`src/hw/rtl/dlr_pkg.sv`:
```
package dlr_pkg;

  localparam int COORD_W   = 24;
  localparam int DIFF_W    = 25;
  localparam int SLOPE_W   = 18;
  localparam int QUO_W     = 17;
  localparam int PIX_W     = 16;
  localparam int COLOR_W   = 32;
  localparam int CFG_W     = 13;
  localparam int ADDR_W    = 3;
  localparam int DATA_W    = 32;
  localparam int DIV_STEPS = 17;
  localparam int DIV_CNT_W = $clog2(DIV_STEPS);

  localparam logic OP_START = 1'b0;
  localparam logic OP_STEP  = 1'b1;

  localparam logic REG_IMAGE_WIDTH  = 1'b0;
  localparam logic REG_IMAGE_HEIGHT = 1'b1;

  localparam logic [CFG_W-1:0] WIDTH_RESET  = 13'd640;
  localparam logic [CFG_W-1:0] HEIGHT_RESET = 13'd480;

  typedef struct packed {
    logic load_start;
    logic diff;
    logic order;
    logic clip;
    logic drop_line;
    logic div_step;
    logic finish;
    logic step_mul;
    logic minor;
    logic emit;
  } dlr_cmd_t;

  typedef struct packed {
    logic active;
    logic dmaj_zero;
    logic out_free;
  } dlr_status_t;

endpackage

```
`src/hw/rtl/dlr_regs.sv`:
```
module dlr_regs (
  input  logic                        clk,
  input  logic                        rst,
  input  logic                        psel,
  input  logic                        penable,
  input  logic                        pwrite,
  input  logic [dlr_pkg::ADDR_W-1:0]  paddr,
  input  logic [dlr_pkg::DATA_W-1:0]  pwdata,
  output logic [dlr_pkg::DATA_W-1:0]  prdata,
  output logic                        pready,
  output logic [dlr_pkg::CFG_W-1:0]   image_width,
  output logic [dlr_pkg::CFG_W-1:0]   image_height
);

  logic wr_en;
  logic reg_sel;

  assign pready  = 1'b1;
  assign wr_en   = psel && penable && pwrite;
  assign reg_sel = paddr[2];

  always_ff @(posedge clk) begin
    if (rst) begin
      image_width  <= dlr_pkg::WIDTH_RESET;
      image_height <= dlr_pkg::HEIGHT_RESET;
    end else if (wr_en) begin
      unique case (reg_sel)
        dlr_pkg::REG_IMAGE_WIDTH:  image_width  <= pwdata[dlr_pkg::CFG_W-1:0];
        dlr_pkg::REG_IMAGE_HEIGHT: image_height <= pwdata[dlr_pkg::CFG_W-1:0];
        default: ;
      endcase
    end
  end

  always_comb begin
    unique case (reg_sel)
      dlr_pkg::REG_IMAGE_WIDTH:  prdata = dlr_pkg::DATA_W'(image_width);
      dlr_pkg::REG_IMAGE_HEIGHT: prdata = dlr_pkg::DATA_W'(image_height);
      default:                   prdata = '0;
    endcase
  end

endmodule

```
`src/hw/rtl/dlr_ctrl.sv`:
```
module dlr_ctrl (
  input  logic                 clk,
  input  logic                 rst,
  input  logic                 in_valid,
  input  logic                 opcode,
  output logic                 in_ready,
  input  dlr_pkg::dlr_status_t status,
  output dlr_pkg::dlr_cmd_t    cmd
);

  typedef enum logic [7:0] {
    S_IDLE  = 8'b0000_0001,
    S_DIFF  = 8'b0000_0010,
    S_ORDER = 8'b0000_0100,
    S_CLIP  = 8'b0000_1000,
    S_DIV   = 8'b0001_0000,
    S_FIN   = 8'b0010_0000,
    S_MINOR = 8'b0100_0000,
    S_EMIT  = 8'b1000_0000
  } state_t;

  state_t                          state;
  state_t                          state_next;
  logic [dlr_pkg::DIV_CNT_W-1:0]   div_cnt;
  logic [dlr_pkg::DIV_CNT_W-1:0]   div_cnt_next;

  assign in_ready = (state == S_IDLE);

  always_ff @(posedge clk) begin
    if (rst) begin
      state   <= S_IDLE;
      div_cnt <= '0;
    end else begin
      state   <= state_next;
      div_cnt <= div_cnt_next;
    end
  end

  always_comb begin
    state_next   = state;
    div_cnt_next = div_cnt;
    cmd          = '0;
    unique case (state)
      S_IDLE: begin
        if (in_valid) begin
          if (opcode == dlr_pkg::OP_START) begin
            cmd.load_start = 1'b1;
            state_next     = S_DIFF;
          end else if (status.active) begin
            cmd.step_mul = 1'b1;
            state_next   = S_MINOR;
          end
        end
      end
      S_DIFF: begin
        cmd.diff   = 1'b1;
        state_next = S_ORDER;
      end
      S_ORDER: begin
        cmd.order  = 1'b1;
        state_next = S_CLIP;
      end
      S_CLIP: begin
        cmd.clip     = 1'b1;
        div_cnt_next = '0;
        if (status.dmaj_zero) begin
          cmd.drop_line = 1'b1;
          state_next    = S_IDLE;
        end else begin
          state_next = S_DIV;
        end
      end
      S_DIV: begin
        cmd.div_step = 1'b1;
        div_cnt_next = div_cnt + dlr_pkg::DIV_CNT_W'(1);
        if (div_cnt == dlr_pkg::DIV_CNT_W'(dlr_pkg::DIV_STEPS - 1)) begin
          state_next = S_FIN;
        end
      end
      S_FIN: begin
        cmd.finish = 1'b1;
        state_next = S_IDLE;
      end
      S_MINOR: begin
        cmd.minor  = 1'b1;
        state_next = S_EMIT;
      end
      S_EMIT: begin
        // hold until the output register can take the pixel
        if (status.out_free) begin
          cmd.emit   = 1'b1;
          state_next = S_IDLE;
        end
      end
      default: state_next = S_IDLE;
    endcase
  end

endmodule

```
`src/hw/rtl/dlr_datapath.sv`:
```
module dlr_datapath #(
  parameter int MAX_DIM   = 4096,
  parameter int FRAC_BITS = 8
) (
  input  logic                                clk,
  input  logic                                rst,
  input  dlr_pkg::dlr_cmd_t                   cmd,
  output dlr_pkg::dlr_status_t                status,
  input  logic signed [dlr_pkg::COORD_W-1:0]  start_x,
  input  logic signed [dlr_pkg::COORD_W-1:0]  start_y,
  input  logic signed [dlr_pkg::COORD_W-1:0]  end_x,
  input  logic signed [dlr_pkg::COORD_W-1:0]  end_y,
  input  logic        [dlr_pkg::COLOR_W-1:0]  line_color,
  input  logic        [dlr_pkg::CFG_W-1:0]    image_width,
  input  logic        [dlr_pkg::CFG_W-1:0]    image_height,
  input  logic                                out_ready,
  output logic                                out_valid,
  output logic signed [dlr_pkg::PIX_W-1:0]    pixel_x,
  output logic signed [dlr_pkg::PIX_W-1:0]    pixel_y,
  output logic        [dlr_pkg::COLOR_W-1:0]  pixel_color,
  output logic                                drawn,
  output logic                                last
);

  localparam int CW     = dlr_pkg::COORD_W;
  localparam int DW     = dlr_pkg::DIFF_W;
  localparam int SW     = dlr_pkg::SLOPE_W;
  localparam int QW     = dlr_pkg::QUO_W;
  localparam int PW     = dlr_pkg::PIX_W;
  localparam int DIM_W  = $clog2(MAX_DIM + 1);
  localparam int SC_W   = DIM_W + FRAC_BITS;
  localparam int HI_W   = ((SC_W > CW) ? SC_W : CW) + 1;
  localparam int MIN_W  = DW + 1;
  localparam int PROD_W = MIN_W + SW;

  localparam logic [DW-1:0]           ONE       = DW'(1) << FRAC_BITS;
  localparam logic [MIN_W-1:0]        FRAC_MASK = MIN_W'(ONE) - MIN_W'(1);
  localparam logic signed [MIN_W-1:0] SAT_HI    = MIN_W'(32767);
  localparam logic signed [MIN_W-1:0] SAT_LO    = MIN_W'(-32768);
  localparam logic signed [CW-1:0]    POS_HI    = CW'(32767);

  // latched endpoints and line setup
  logic signed [CW-1:0]     sx, sy, ex, ey;
  logic signed [DW-1:0]     dx, dy;
  logic                     y_is_major;
  logic        [DW-1:0]     dmaj, dmin_mag;
  logic                     slope_neg;
  logic signed [CW-1:0]     amaj, amin, bmaj;
  logic        [DIM_W-1:0]  dim_sel;
  logic        [dlr_pkg::COLOR_W-1:0] held_color;

  // walk state
  logic signed [CW-1:0]     origin_minor;
  logic        [DW-1:0]     off;
  logic signed [CW-1:0]     major_pos;
  logic signed [CW-1:0]     major_stop;
  logic signed [SW-1:0]     slope;
  logic                     active;

  // divider
  logic        [DW-1:0]     rem;
  logic        [QW-1:0]     quo;

  // step pipeline
  logic signed [PROD_W-1:0] prod;
  logic signed [MIN_W-1:0]  minor;
  logic signed [PW-1:0]     pmaj;
  logic signed [DW-1:0]     pos_next;
  logic                     last_step;

  // setup logic
  logic [DIM_W-1:0]         dim_w_c, dim_h_c;
  logic [DW-1:0]            adx, ady;
  logic                     ymaj, swap, dmin_sign;
  logic signed [CW-1:0]     maj_s, maj_e, min_s, min_e;
  logic signed [DW-1:0]     amaj_e;
  logic signed [HI_W-1:0]   bmaj_e, dim_sc;
  logic signed [CW-1:0]     clip_hi;

  // divide step
  logic [DW:0]              trial;
  logic                     q_bit;
  logic [DW-1:0]            rem_sub;

  // pixel logic
  logic signed [PROD_W-1:0] prod_sh;
  logic                     prod_rnd;
  logic signed [MIN_W-1:0]  minor_sum;
  logic signed [CW-1:0]     pos_sh;
  logic signed [DW-1:0]     pos_add;
  logic signed [MIN_W-1:0]  min_sh, pmin_raw;
  logic                     min_rnd;
  logic signed [PW-1:0]     pmin, px, py;
  logic                     px_in, py_in;

  // clamp oversize registers to the largest supported image
  assign dim_w_c = (32'(image_width) > 32'(MAX_DIM)) ? DIM_W'(MAX_DIM) : DIM_W'(image_width);
  assign dim_h_c = (32'(image_height) > 32'(MAX_DIM)) ? DIM_W'(MAX_DIM) : DIM_W'(image_height);

  assign adx       = dx[DW-1] ? -dx : dx;
  assign ady       = dy[DW-1] ? -dy : dy;
  assign ymaj      = !(ady < adx);
  assign swap      = ymaj ? dy[DW-1] : dx[DW-1];
  assign dmin_sign = ymaj ? dx[DW-1] : dy[DW-1];
  assign maj_s     = ymaj ? sy : sx;
  assign maj_e     = ymaj ? ey : ex;
  assign min_s     = ymaj ? sx : sy;
  assign min_e     = ymaj ? ex : ey;

  assign amaj_e  = DW'(amaj);
  assign bmaj_e  = HI_W'(bmaj);
  assign dim_sc  = $signed(HI_W'(dim_sel) << FRAC_BITS);
  assign clip_hi = (bmaj_e < dim_sc) ? bmaj : dim_sc[CW-1:0];

  // restoring divide, one quotient bit per cycle
  assign trial   = {1'b0, rem} - {1'b0, dmaj};
  assign q_bit   = !trial[DW];
  assign rem_sub = q_bit ? trial[DW-1:0] : rem;

  // minor = origin + product / 2^16, truncated toward zero
  assign prod_sh   = prod >>> 16;
  assign prod_rnd  = prod[PROD_W-1] && (prod[15:0] != 16'd0);
  assign minor_sum = MIN_W'(origin_minor) + prod_sh[MIN_W-1:0] + MIN_W'(prod_rnd);
  assign pos_sh    = major_pos >>> FRAC_BITS;
  assign pos_add   = DW'(major_pos) + $signed(ONE);

  assign min_sh   = minor >>> FRAC_BITS;
  assign min_rnd  = minor[MIN_W-1] && ((minor & FRAC_MASK) != '0);
  assign pmin_raw = min_sh + MIN_W'(min_rnd);

  always_comb begin
    priority if (pmin_raw > SAT_HI) begin
      pmin = PW'(SAT_HI);
    end else if (pmin_raw < SAT_LO) begin
      pmin = PW'(SAT_LO);
    end else begin
      pmin = pmin_raw[PW-1:0];
    end
  end

  assign px    = y_is_major ? pmin : pmaj;
  assign py    = y_is_major ? pmaj : pmin;
  assign px_in = !px[PW-1] && (PW'(image_width) > $unsigned(px));
  assign py_in = !py[PW-1] && (PW'(image_height) > $unsigned(py));

  assign status.active    = active;
  assign status.dmaj_zero = (dmaj == '0);
  assign status.out_free  = !out_valid || out_ready;

  always_ff @(posedge clk) begin
    if (rst) begin
      active    <= 1'b0;
      out_valid <= 1'b0;
    end else begin
      if (cmd.drop_line) begin
        active <= 1'b0;
      end else if (cmd.finish) begin
        active <= (major_pos < major_stop);
      end else if (cmd.emit) begin
        active <= !last_step;
      end
      if (cmd.emit) begin
        out_valid <= 1'b1;
      end else if (out_ready) begin
        out_valid <= 1'b0;
      end
    end
  end

  always_ff @(posedge clk) begin
    if (cmd.load_start) begin
      sx         <= start_x;
      sy         <= start_y;
      ex         <= end_x;
      ey         <= end_y;
      held_color <= line_color;
    end
    if (cmd.diff) begin
      dx <= DW'(ex) - DW'(sx);
      dy <= DW'(ey) - DW'(sy);
    end
    if (cmd.order) begin
      y_is_major <= ymaj;
      amaj       <= swap ? maj_e : maj_s;
      amin       <= swap ? min_e : min_s;
      bmaj       <= swap ? maj_s : maj_e;
      dmaj       <= ymaj ? ady : adx;
      dmin_mag   <= ymaj ? adx : ady;
      slope_neg  <= dmin_sign ^ swap;
      dim_sel    <= ymaj ? dim_h_c : dim_w_c;
    end
    if (cmd.clip) begin
      origin_minor <= amin;
      off          <= amaj[CW-1] ? -amaj_e : '0;
      major_pos    <= amaj[CW-1] ? '0 : amaj;
      major_stop   <= clip_hi;
      rem          <= dmin_mag;
      quo          <= '0;
    end
    if (cmd.div_step) begin
      rem <= {rem_sub[DW-2:0], 1'b0};
      quo <= {quo[QW-2:0], q_bit};
    end
    if (cmd.finish) begin
      slope <= slope_neg ? -$signed({1'b0, quo}) : $signed({1'b0, quo});
    end
    if (cmd.step_mul) begin
      prod <= $signed({1'b0, off}) * slope;
    end
    if (cmd.minor) begin
      minor     <= minor_sum;
      pmaj      <= (pos_sh > POS_HI) ? PW'(POS_HI) : pos_sh[PW-1:0];
      pos_next  <= pos_add;
      last_step <= !(pos_add < DW'(major_stop));
    end
    if (cmd.emit) begin
      pixel_x     <= px;
      pixel_y     <= py;
      pixel_color <= held_color;
      drawn       <= px_in && py_in;
      last        <= last_step;
      major_pos   <= pos_next[CW-1:0];
      off         <= off + ONE;
    end
  end

endmodule

```
`src/hw/rtl/dda_line_rasterizer.sv`:
```
// DDA line rasterizer.
// Input channel (in_valid/in_ready): opcode 0 starts a line between two
// signed fixed-point endpoints and latches its color; opcode 1 asks for the
// next pixel of the active line. Output channel (out_valid/out_ready): one
// pixel transaction per step with coordinates, color, drawn and last flags.
// Image size comes from the APB registers image_width (0x0) and
// image_height (0x4); write them only while the block is idle.
// A line start keeps in_ready low after acceptance while the line is set
// up (difference, ordering and clipping states), while the restoring
// divider forms the slope one quotient bit per cycle, and through the
// finish state. A degenerate line is dropped in the clipping state. A step
// runs multiply, minor sum and pixel stages in order, and in_ready stays
// low until the pixel is taken into the output register. A step with no
// active line is taken and gives nothing.
// Reset clears the active line and the output register and loads the image
// size registers with 640 x 480. When the receiver stalls, the pending pixel
// holds in the output register; the block still takes one more item and
// parks its pixel until the output register frees.
module dda_line_rasterizer #(
  parameter int MAX_DIM   = 4096,
  parameter int FRAC_BITS = 8
) (
  input  logic                                clk,
  input  logic                                rst,
  // configuration port
  input  logic                                psel,
  input  logic                                penable,
  input  logic                                pwrite,
  input  logic        [dlr_pkg::ADDR_W-1:0]   paddr,
  input  logic        [dlr_pkg::DATA_W-1:0]   pwdata,
  output logic        [dlr_pkg::DATA_W-1:0]   prdata,
  output logic                                pready,
  // input channel
  input  logic                                in_valid,
  output logic                                in_ready,
  input  logic                                opcode,
  input  logic signed [dlr_pkg::COORD_W-1:0]  start_x,
  input  logic signed [dlr_pkg::COORD_W-1:0]  start_y,
  input  logic signed [dlr_pkg::COORD_W-1:0]  end_x,
  input  logic signed [dlr_pkg::COORD_W-1:0]  end_y,
  input  logic        [dlr_pkg::COLOR_W-1:0]  line_color,
  // output channel
  output logic                                out_valid,
  input  logic                                out_ready,
  output logic signed [dlr_pkg::PIX_W-1:0]    pixel_x,
  output logic signed [dlr_pkg::PIX_W-1:0]    pixel_y,
  output logic        [dlr_pkg::COLOR_W-1:0]  pixel_color,
  output logic                                drawn,
  output logic                                last
);

  logic [dlr_pkg::CFG_W-1:0] image_width;
  logic [dlr_pkg::CFG_W-1:0] image_height;
  dlr_pkg::dlr_cmd_t         cmd;
  dlr_pkg::dlr_status_t      status;
  logic                      in_take;

  assign in_take = in_valid && in_ready;

  // image size registers
  dlr_regs u_regs (
    .clk          (clk),
    .rst          (rst),
    .psel         (psel),
    .penable      (penable),
    .pwrite       (pwrite),
    .paddr        (paddr),
    .pwdata       (pwdata),
    .prdata       (prdata),
    .pready       (pready),
    .image_width  (image_width),
    .image_height (image_height)
  );

  // sequencer: line setup, divide, and the step stages
  dlr_ctrl u_ctrl (
    .clk      (clk),
    .rst      (rst),
    .in_valid (in_valid),
    .opcode   (opcode),
    .in_ready (in_ready),
    .status   (status),
    .cmd      (cmd)
  );

  // endpoint ordering, clipping, slope divider, pixel arithmetic, output register
  dlr_datapath #(
    .MAX_DIM   (MAX_DIM),
    .FRAC_BITS (FRAC_BITS)
  ) u_datapath (
    .clk          (clk),
    .rst          (rst),
    .cmd          (cmd),
    .status       (status),
    .start_x      (start_x),
    .start_y      (start_y),
    .end_x        (end_x),
    .end_y        (end_y),
    .line_color   (line_color),
    .image_width  (image_width),
    .image_height (image_height),
    .out_ready    (out_ready),
    .out_valid    (out_valid),
    .pixel_x      (pixel_x),
    .pixel_y      (pixel_y),
    .pixel_color  (pixel_color),
    .drawn        (drawn),
    .last         (last)
  );

  // a line start blocks the input while the line is set up
  a_start_blocks : assert property (@(posedge clk) disable iff (rst)
    in_take && (opcode == dlr_pkg::OP_START) |=> !in_ready)
    else $error("input taken during line setup");

  // a step on an active line blocks the input while the pixel is formed
  a_step_blocks : assert property (@(posedge clk) disable iff (rst)
    in_take && (opcode == dlr_pkg::OP_STEP) && status.active |=> !in_ready)
    else $error("input taken during pixel step");

  // a new pixel appears only through the emit command
  a_out_from_emit : assert property (@(posedge clk) disable iff (rst)
    $rose(out_valid) |-> $past(cmd.emit))
    else $error("output valid without emit");

  // a drawn pixel never has a negative coordinate
  a_drawn_inside : assert property (@(posedge clk) disable iff (rst)
    out_valid && drawn |-> !pixel_x[dlr_pkg::PIX_W-1] && !pixel_y[dlr_pkg::PIX_W-1])
    else $error("drawn pixel outside image");

endmodule
```
`config.mk`:
```
export PLATFORM = sky130hd
export DESIGN_NAME = dda_line_rasterizer
export DESIGN_NICKNAME = d
export VERILOG_FILES = /design/src/hw/rtl/dlr_pkg.sv /design/src/hw/rtl/dlr_regs.sv /design/src/hw/rtl/dlr_ctrl.sv /design/src/hw/rtl/dlr_datapath.sv /design/src/hw/rtl/dda_line_rasterizer.sv
export SDC_FILE = /design/constraint.sdc
export NUM_CORES = 2
export LEC_CHECK = 0
export CORE_MARGIN = 2
export CORE_UTILIZATION = 59
export CTS_CLUSTER_SIZE = 24
export DETAILED_ROUTE_END_ITERATION = 16
export DONT_BUFFER_PORTS = 1
export HOLD_SLACK_MARGIN = 0.02
export PLACE_DENSITY = 0.75
export SLEW_MARGIN = 20
export SYNTH_ARGS = -nofsm -noshare
export SYNTH_HDL_FRONTEND = slang
export SYNTH_SLANG_ARGS = --single-unit
```
`constraint.sdc`:
```
create_clock -name clk -period 18.4 [get_ports clk]
set_input_delay 3.68 -clock clk [delete_from_list [all_inputs] [get_ports clk]]
set_output_delay 3.68 -clock clk [all_outputs]
set_load 0.01 [all_outputs]
```
After elaboration in Yosys (flattened, before gate mapping):

Index checks and enable logic that the tools add are counted.

* flip-flop bits (word level): 690
* word-level logic and storage cells: 170
* input bits: 171
* output and inout port bits: 101

* $mul: 1
* bitwise logic cells: 2
* $lt $le $gt $ge: 11
* mux-type cells: 62
* add/subtract/negate cells: 13
* equality and inequality tests: 13
* reduce and logical (&&, ||, !) cells: 27

Operators by type and width (number)
* 24-bit two-way mux: 10
* 25-bit two-way mux: 9
* 25-bit negator: 3
* 16-bit two-way mux: 4
* 32-bit one-hot mux with 2 select lines: 1
* 8-bit one-hot mux with 7 select lines: 1
* 17-bit two-way mux: 3
* 24-bit by 24-bit subtractor with 25-bit output: 2
* 26-bit by 18-bit multiplier with 44-bit output: 1
* 8-bit two-way mux: 5
* 13-bit two-way mux: 3
* 13-bit by 16-bit greater-than comparator with 1-bit output: 2
* 26-bit by 1-bit adder with 26-bit output: 1
* 26-bit adder: 1
* 13-bit greater-than comparator, second input constant: 2
* 26-bit by 16-bit greater-than comparator with 1-bit output, second input constant: 1
* 26-bit by 16-bit < comparator with 1-bit output, second input constant: 1
* 26-bit nonzero test: 1
* 25-bit by 25-bit subtractor with 26-bit output: 1
* 24-bit by 10-bit adder with 25-bit output, second input constant: 1
* 25-bit by 9-bit adder with 25-bit output, second input constant: 1
* 25-bit logical NOT: 1
* 25-bit by 24-bit < comparator with 1-bit output: 1
* 25-bit < comparator: 1
* other kinds (34): 72

Longest topological paths before layout:

* depth after elaboration: 10
* depth in mapped cells: 26
* mapped depth without buffers: 24

Hierarchy:

Synthesis repeated with hierarchy kept, for this count alone.

* cell total of the unflattened synthesis: 4792
* area, all modules: 51526.9 µm²

By module, submodules not included
* dlr_datapath: sequential area each 19488.7 µm², times used 1, area an instance 49297.3 µm², cells an instance 4546
* dlr_regs: sequential area each 520.5 µm², times used 1, area an instance 1418.9 µm², cells an instance 142
* dlr_ctrl: sequential area each 260.2 µm², times used 1, area an instance 810.8 µm², cells an instance 104

Worst setup path after synthesis:

Ideal clock, no wire load.

* kind: reg-to-reg
* start point: register u_ctrl.state[3]
* end point: register u_ctrl.state[3]
* setup slack: 6.583 ns
* arrival: 11.699 ns
* path buffers: 0
* cell stages (with the launch flop): 5
* library setup time: 0.118 ns
* period minus slack after synthesis: 11.817 ns
* required time: 18.282 ns
* cells stage by stage: dfxtp_1 -> nor4_1 -> nand2_1 -> nor3b_1 -> and3b_1

* longest elaborated chain between the ends: 3
* elaborated cells between the ends (all ways): 13
* classes of those cells: 11 x eq/ne; 1 x mux; 1 x reduce/logical

Ends and longest elaborated chain
* start, declared: line dlr_ctrl.sv:22 `state_t state;`
* start signal, assigned: line dlr_ctrl.sv:34 `state <= state_next;`
* 8-bit by 1-bit == test with 1-bit output, or another cell as far along: line dlr_ctrl.sv:43 `unique case (state)`
* 3-bit by 2-bit inequality test with 1-bit output (no source line), or another cell as far along
* 4-bit AND reduction (no source line)

Parallel ways exist; a longest one is shown, timed or not.
A chain may end at the register's enable or synchronous reset.

Final worst setup path:

* start point: register u_datapath.slope[11]
* end point: register u_datapath.prod[43], data pin

* longest elaborated chain between the ends: 1

Ends and longest elaborated chain
* start, declared: line dlr_datapath.sv:57 `logic signed [SW-1:0] slope;`
* start signal, assigned: line dlr_datapath.sv:205 `slope <= slope_neg ? -$signed({1'b0, quo}) : $signed({1'b0, quo});`
* 26-bit by 18-bit multiplier with 44-bit output: line dlr_datapath.sv:208 `prod <= $signed({1'b0, off}) * slope;`
* end signal, assigned: line dlr_datapath.sv:208
* end, declared: line dlr_datapath.sv:65 `logic signed [PROD_W-1:0] prod;`

No other way between the ends.

==> metrics <==
status=finished clean; final-stage net count=5,508; dpl hpwl=between 90,000 and 100,000 microns; commonest cells in the netlist=inv_1, edfxtp_1, nand2_1; post-synthesis sequential area ratio=roughly two fifths; Layout Area Growth over Synthesis=6.315%; VDD IR max=0.09703 mV; post-route ant nets=0; clk sink count=approximately 690; Starting Density=about three fifths; async set-reset flop share out of synthesis=0%; WP data required=18.75 ns; hold buffer count at CTS=0; crit path cell chain=nand2_1 -> fa_1 -> fa_1 -> inv_1 -> fa_1 -> inv_1 -> fa_1 -> fa_1 -> fa_1 -> inv_1 -> ha_1 -> and3_1 -> o211ai_1 -> o21bai_1 -> a21oi_1 -> o2111ai_1 -> a2111oi_1 -> o211ai_1 -> a21oi_1 -> o311a_1 -> a211oi_1; sw power=1.145 mW; cell accounting for the most synthesized area=edfxtp_1; family with the most delay on the worst path=adder cells; top cell type's share of synthesized area=between 30% and 40%; Simple-Gate Fraction of Synth Area=12.33%; Worst-path clk slew=~0.060 ns; minimum clock period=roughly 7.9 ns; most frequent cell on the critical path=fa_1; Crit. End Element=flop; Die Area=between 80,000 and 90,000 sq um; count leader, synth=inv_1; Setup Skew=about 0.029 ns; final WL=around 120,000 microns; final setup fails=0; postcts setup bufs=0; fin area=between 50,000 and 60,000 sq um; core area=~85,000 sq um; Logic pwr share=approximately 19%; sw frac=about 28%; crit-path max FO=25; Clk pwr share=33.6%; cell area power density=about 75 nW/um^2; slowest stage delay, CP=about 1.1 ns; H-tree depth=3; CP startpoint kind=flop; number of flops mapped to enable cells by yosys=between 600 and 700; gr usage total=between 20 and 30%; Synth Area in Compound Gates=approximately 6.7%; global placement routability congestion=0.9219; drt wl/cell=20.68 microns; Clock Latency Late Sink=0.62 ns; final hold viol count=0; Num CTS Buffers=a little under 70; CP bufs+invs=3; Rel. slew slack=20.92%; port buffer count=0; synth top area cells=edfxtp_1, fa_1, ha_1, mux2i_1, inv_1; leakage power=23.54 nW; DRC viols=0; post-synthesis mux area share=7.093%; CTS tree=yes; syn_area_per_cell=10.86 sq um; die height=roughly 300 microns; Synth Area in XOR/XNOR=between 4 and 5%; Die Wd=about 300 microns; yosys warns=0; post-synthesis instance area=between 50,000 and 60,000 sq um; initial antenna violation count=4; CP arrival=8.21 ns; ys flop type=edfxtp_1; remaining global-route overflow=0; fin. max-slew vios=0; critical path class=reg -> reg; vias in the first global route=between 30,000 and 40,000; DRT Pass-1 Iters=6; Max Root-Sink Buffers=3; share of cells above drive strength 1=roughly 4.5%; post-route setup TNS=0 ns; Placement Cell Area=around 52,000 sq um; IO Pins=approximately 270; Finished Layout Cells=slightly below 6,000; placed insts=about 5,700; Flop pwr share=a little under half; Gate Count Post-Synth=approximately 4,700; synth unique cells=80; unrepaired setup endpoints after global routing=false; vias per cell=5.838; Row Count=between 100 and 150; first-iteration detailed-routing DRC count=about 3,000; Tcrit/Tclk final=42.71%; maxcap violations=0; fmax=0.1272 GHz; Min-Delay Path Class=reg -> reg; P_int=just under 3 mW; DR vias=roughly 34,000; first-pass GRT wire length=191,700 microns; root buf cell=clkbuf_16; #FFs+latches synth=689; post-CTS sizing=0; Critical Path Slowest Stage Cell=edfxtp_1; main combinational cell family by area after synthesis=adder cells; Worst Tran Pin Value=between 1 and 1.5 ns; post-synthesis adder-cell area fraction=between 20% and 30%; largest net degree at the start of global routing=83
-- cell families (layout without fill, tap and decap cells) --
family,count (synthesis),after routing
muxes,356,356
DFF,689,689
buffers and inverters,876,829
other,2,22
AOI/OAI and AO/OA,528,528
xor gates and xnor gates,233,233
adders and majority gates,729,729
and+or+nand+nor,1278,1278
-- worst paths after layout --
| path | startpoint | endpoint | slack [ns] | depth (start not counted) |
|---|---|---|---|---|
| worst max-delay path | u_datapath.slope[11] | u_datapath.prod[43] | 10.54 | 21 |
| worst min-delay path | u_datapath.held_color[7] | u_datapath.pixel_color[7] | 0.41 | 0 |
| worst max register to register | u_datapath.slope[11] | u_datapath.prod[43] | 10.54 | 21 |
| worst min register to register | u_datapath.held_color[7] | u_datapath.pixel_color[7] | 0.41 | 0 |
-- area by class of cell --
class	count	area, sq um
Timing Repair Buffer	33	302.8
Antenna cell	2	5.005
Tap cell	1144	1431
Fill cell	6705	31240
Inverter	672	2527
Sequential cell	689	20270
Clock buffer	89	1841
Clock inverter	35	361.6
Multi-Input combinational cell	3144	27440
-- flip-flops by register name (all words and copies together), names as in the netlist, 17 cells and up --
register	cells
u_datapath.amaj	24
u_datapath.amin	24
u_datapath.bmaj	24
u_datapath.dmaj	25
u_datapath.dmin_mag	25
u_datapath.dx	25
u_datapath.dy	25
u_datapath.ex	24
u_datapath.ey	24
u_datapath.held_color	32
u_datapath.major_pos	24
u_datapath.major_stop	24
u_datapath.minor	26
u_datapath.off	25
u_datapath.origin_minor	24
u_datapath.pixel_color	32
u_datapath.pos_next	24
u_datapath.prod	43
u_datapath.quo	17
u_datapath.rem	25
u_datapath.slope	18
u_datapath.sx	24
u_datapath.sy	24
-- power groups by stage --
stage | clock (mW) | combinational (mW) | sequential [mW]
2_1_floorplan | 0 | 0.584 | 1.93
3_3_place_gp | 0 | 0.756 | 1.95
3_5_place_dp | 0 | 0.773 | 1.95
4_1_cts | 1.39 | 0.781 | 1.92
5_1_grt | 1.44 | 0.868 | 1.93
6_report | 1.37 | 0.787 | 1.92
-- layout by cell type, fill, tap and decap left out, types with 70 or more instances in the layout --
master    count
xor2_1      109
nand2_1     538
and2_1      153
ha_1        356
fa_1        373
xnor2_1     123
mux2i_1     315
a21o_1       70
nand2b_1     75
o21ai_0     121
nor2_1      143
inv_1       669
a21oi_1     135
edfxtp_1    647
-- layer usage --
metal	vias to the layer above	track usage [%]	part of all wire [%]
li1	15633	-	-
met4	2	8.782	2.9
met2	1154	46.46	49
met3	190	4.259	6.6
met5	-	0	0.011
met1	16928	36.69	41
-- metrics by stage --
stage | total power [mW] | hold WS, ns | utilization (%) | setup slack [ns]
final | 4.077 | 0.4145 | 63.43 | 10.54
after global routing | 4.239 | 0.4233 | 63.43 | 10.05
after CTS | 4.088 | 0.4148 | 63.32 | 10.56
after global placement | 2.704 | 0.4002 | 60.74 | 10.64
after floorplan | 2.511 | 0.4003 | - | 6.583
after detailed placement | 2.723 | 0.4045 | 60.74 | 10.61
(Power assumes the default switching activity.)
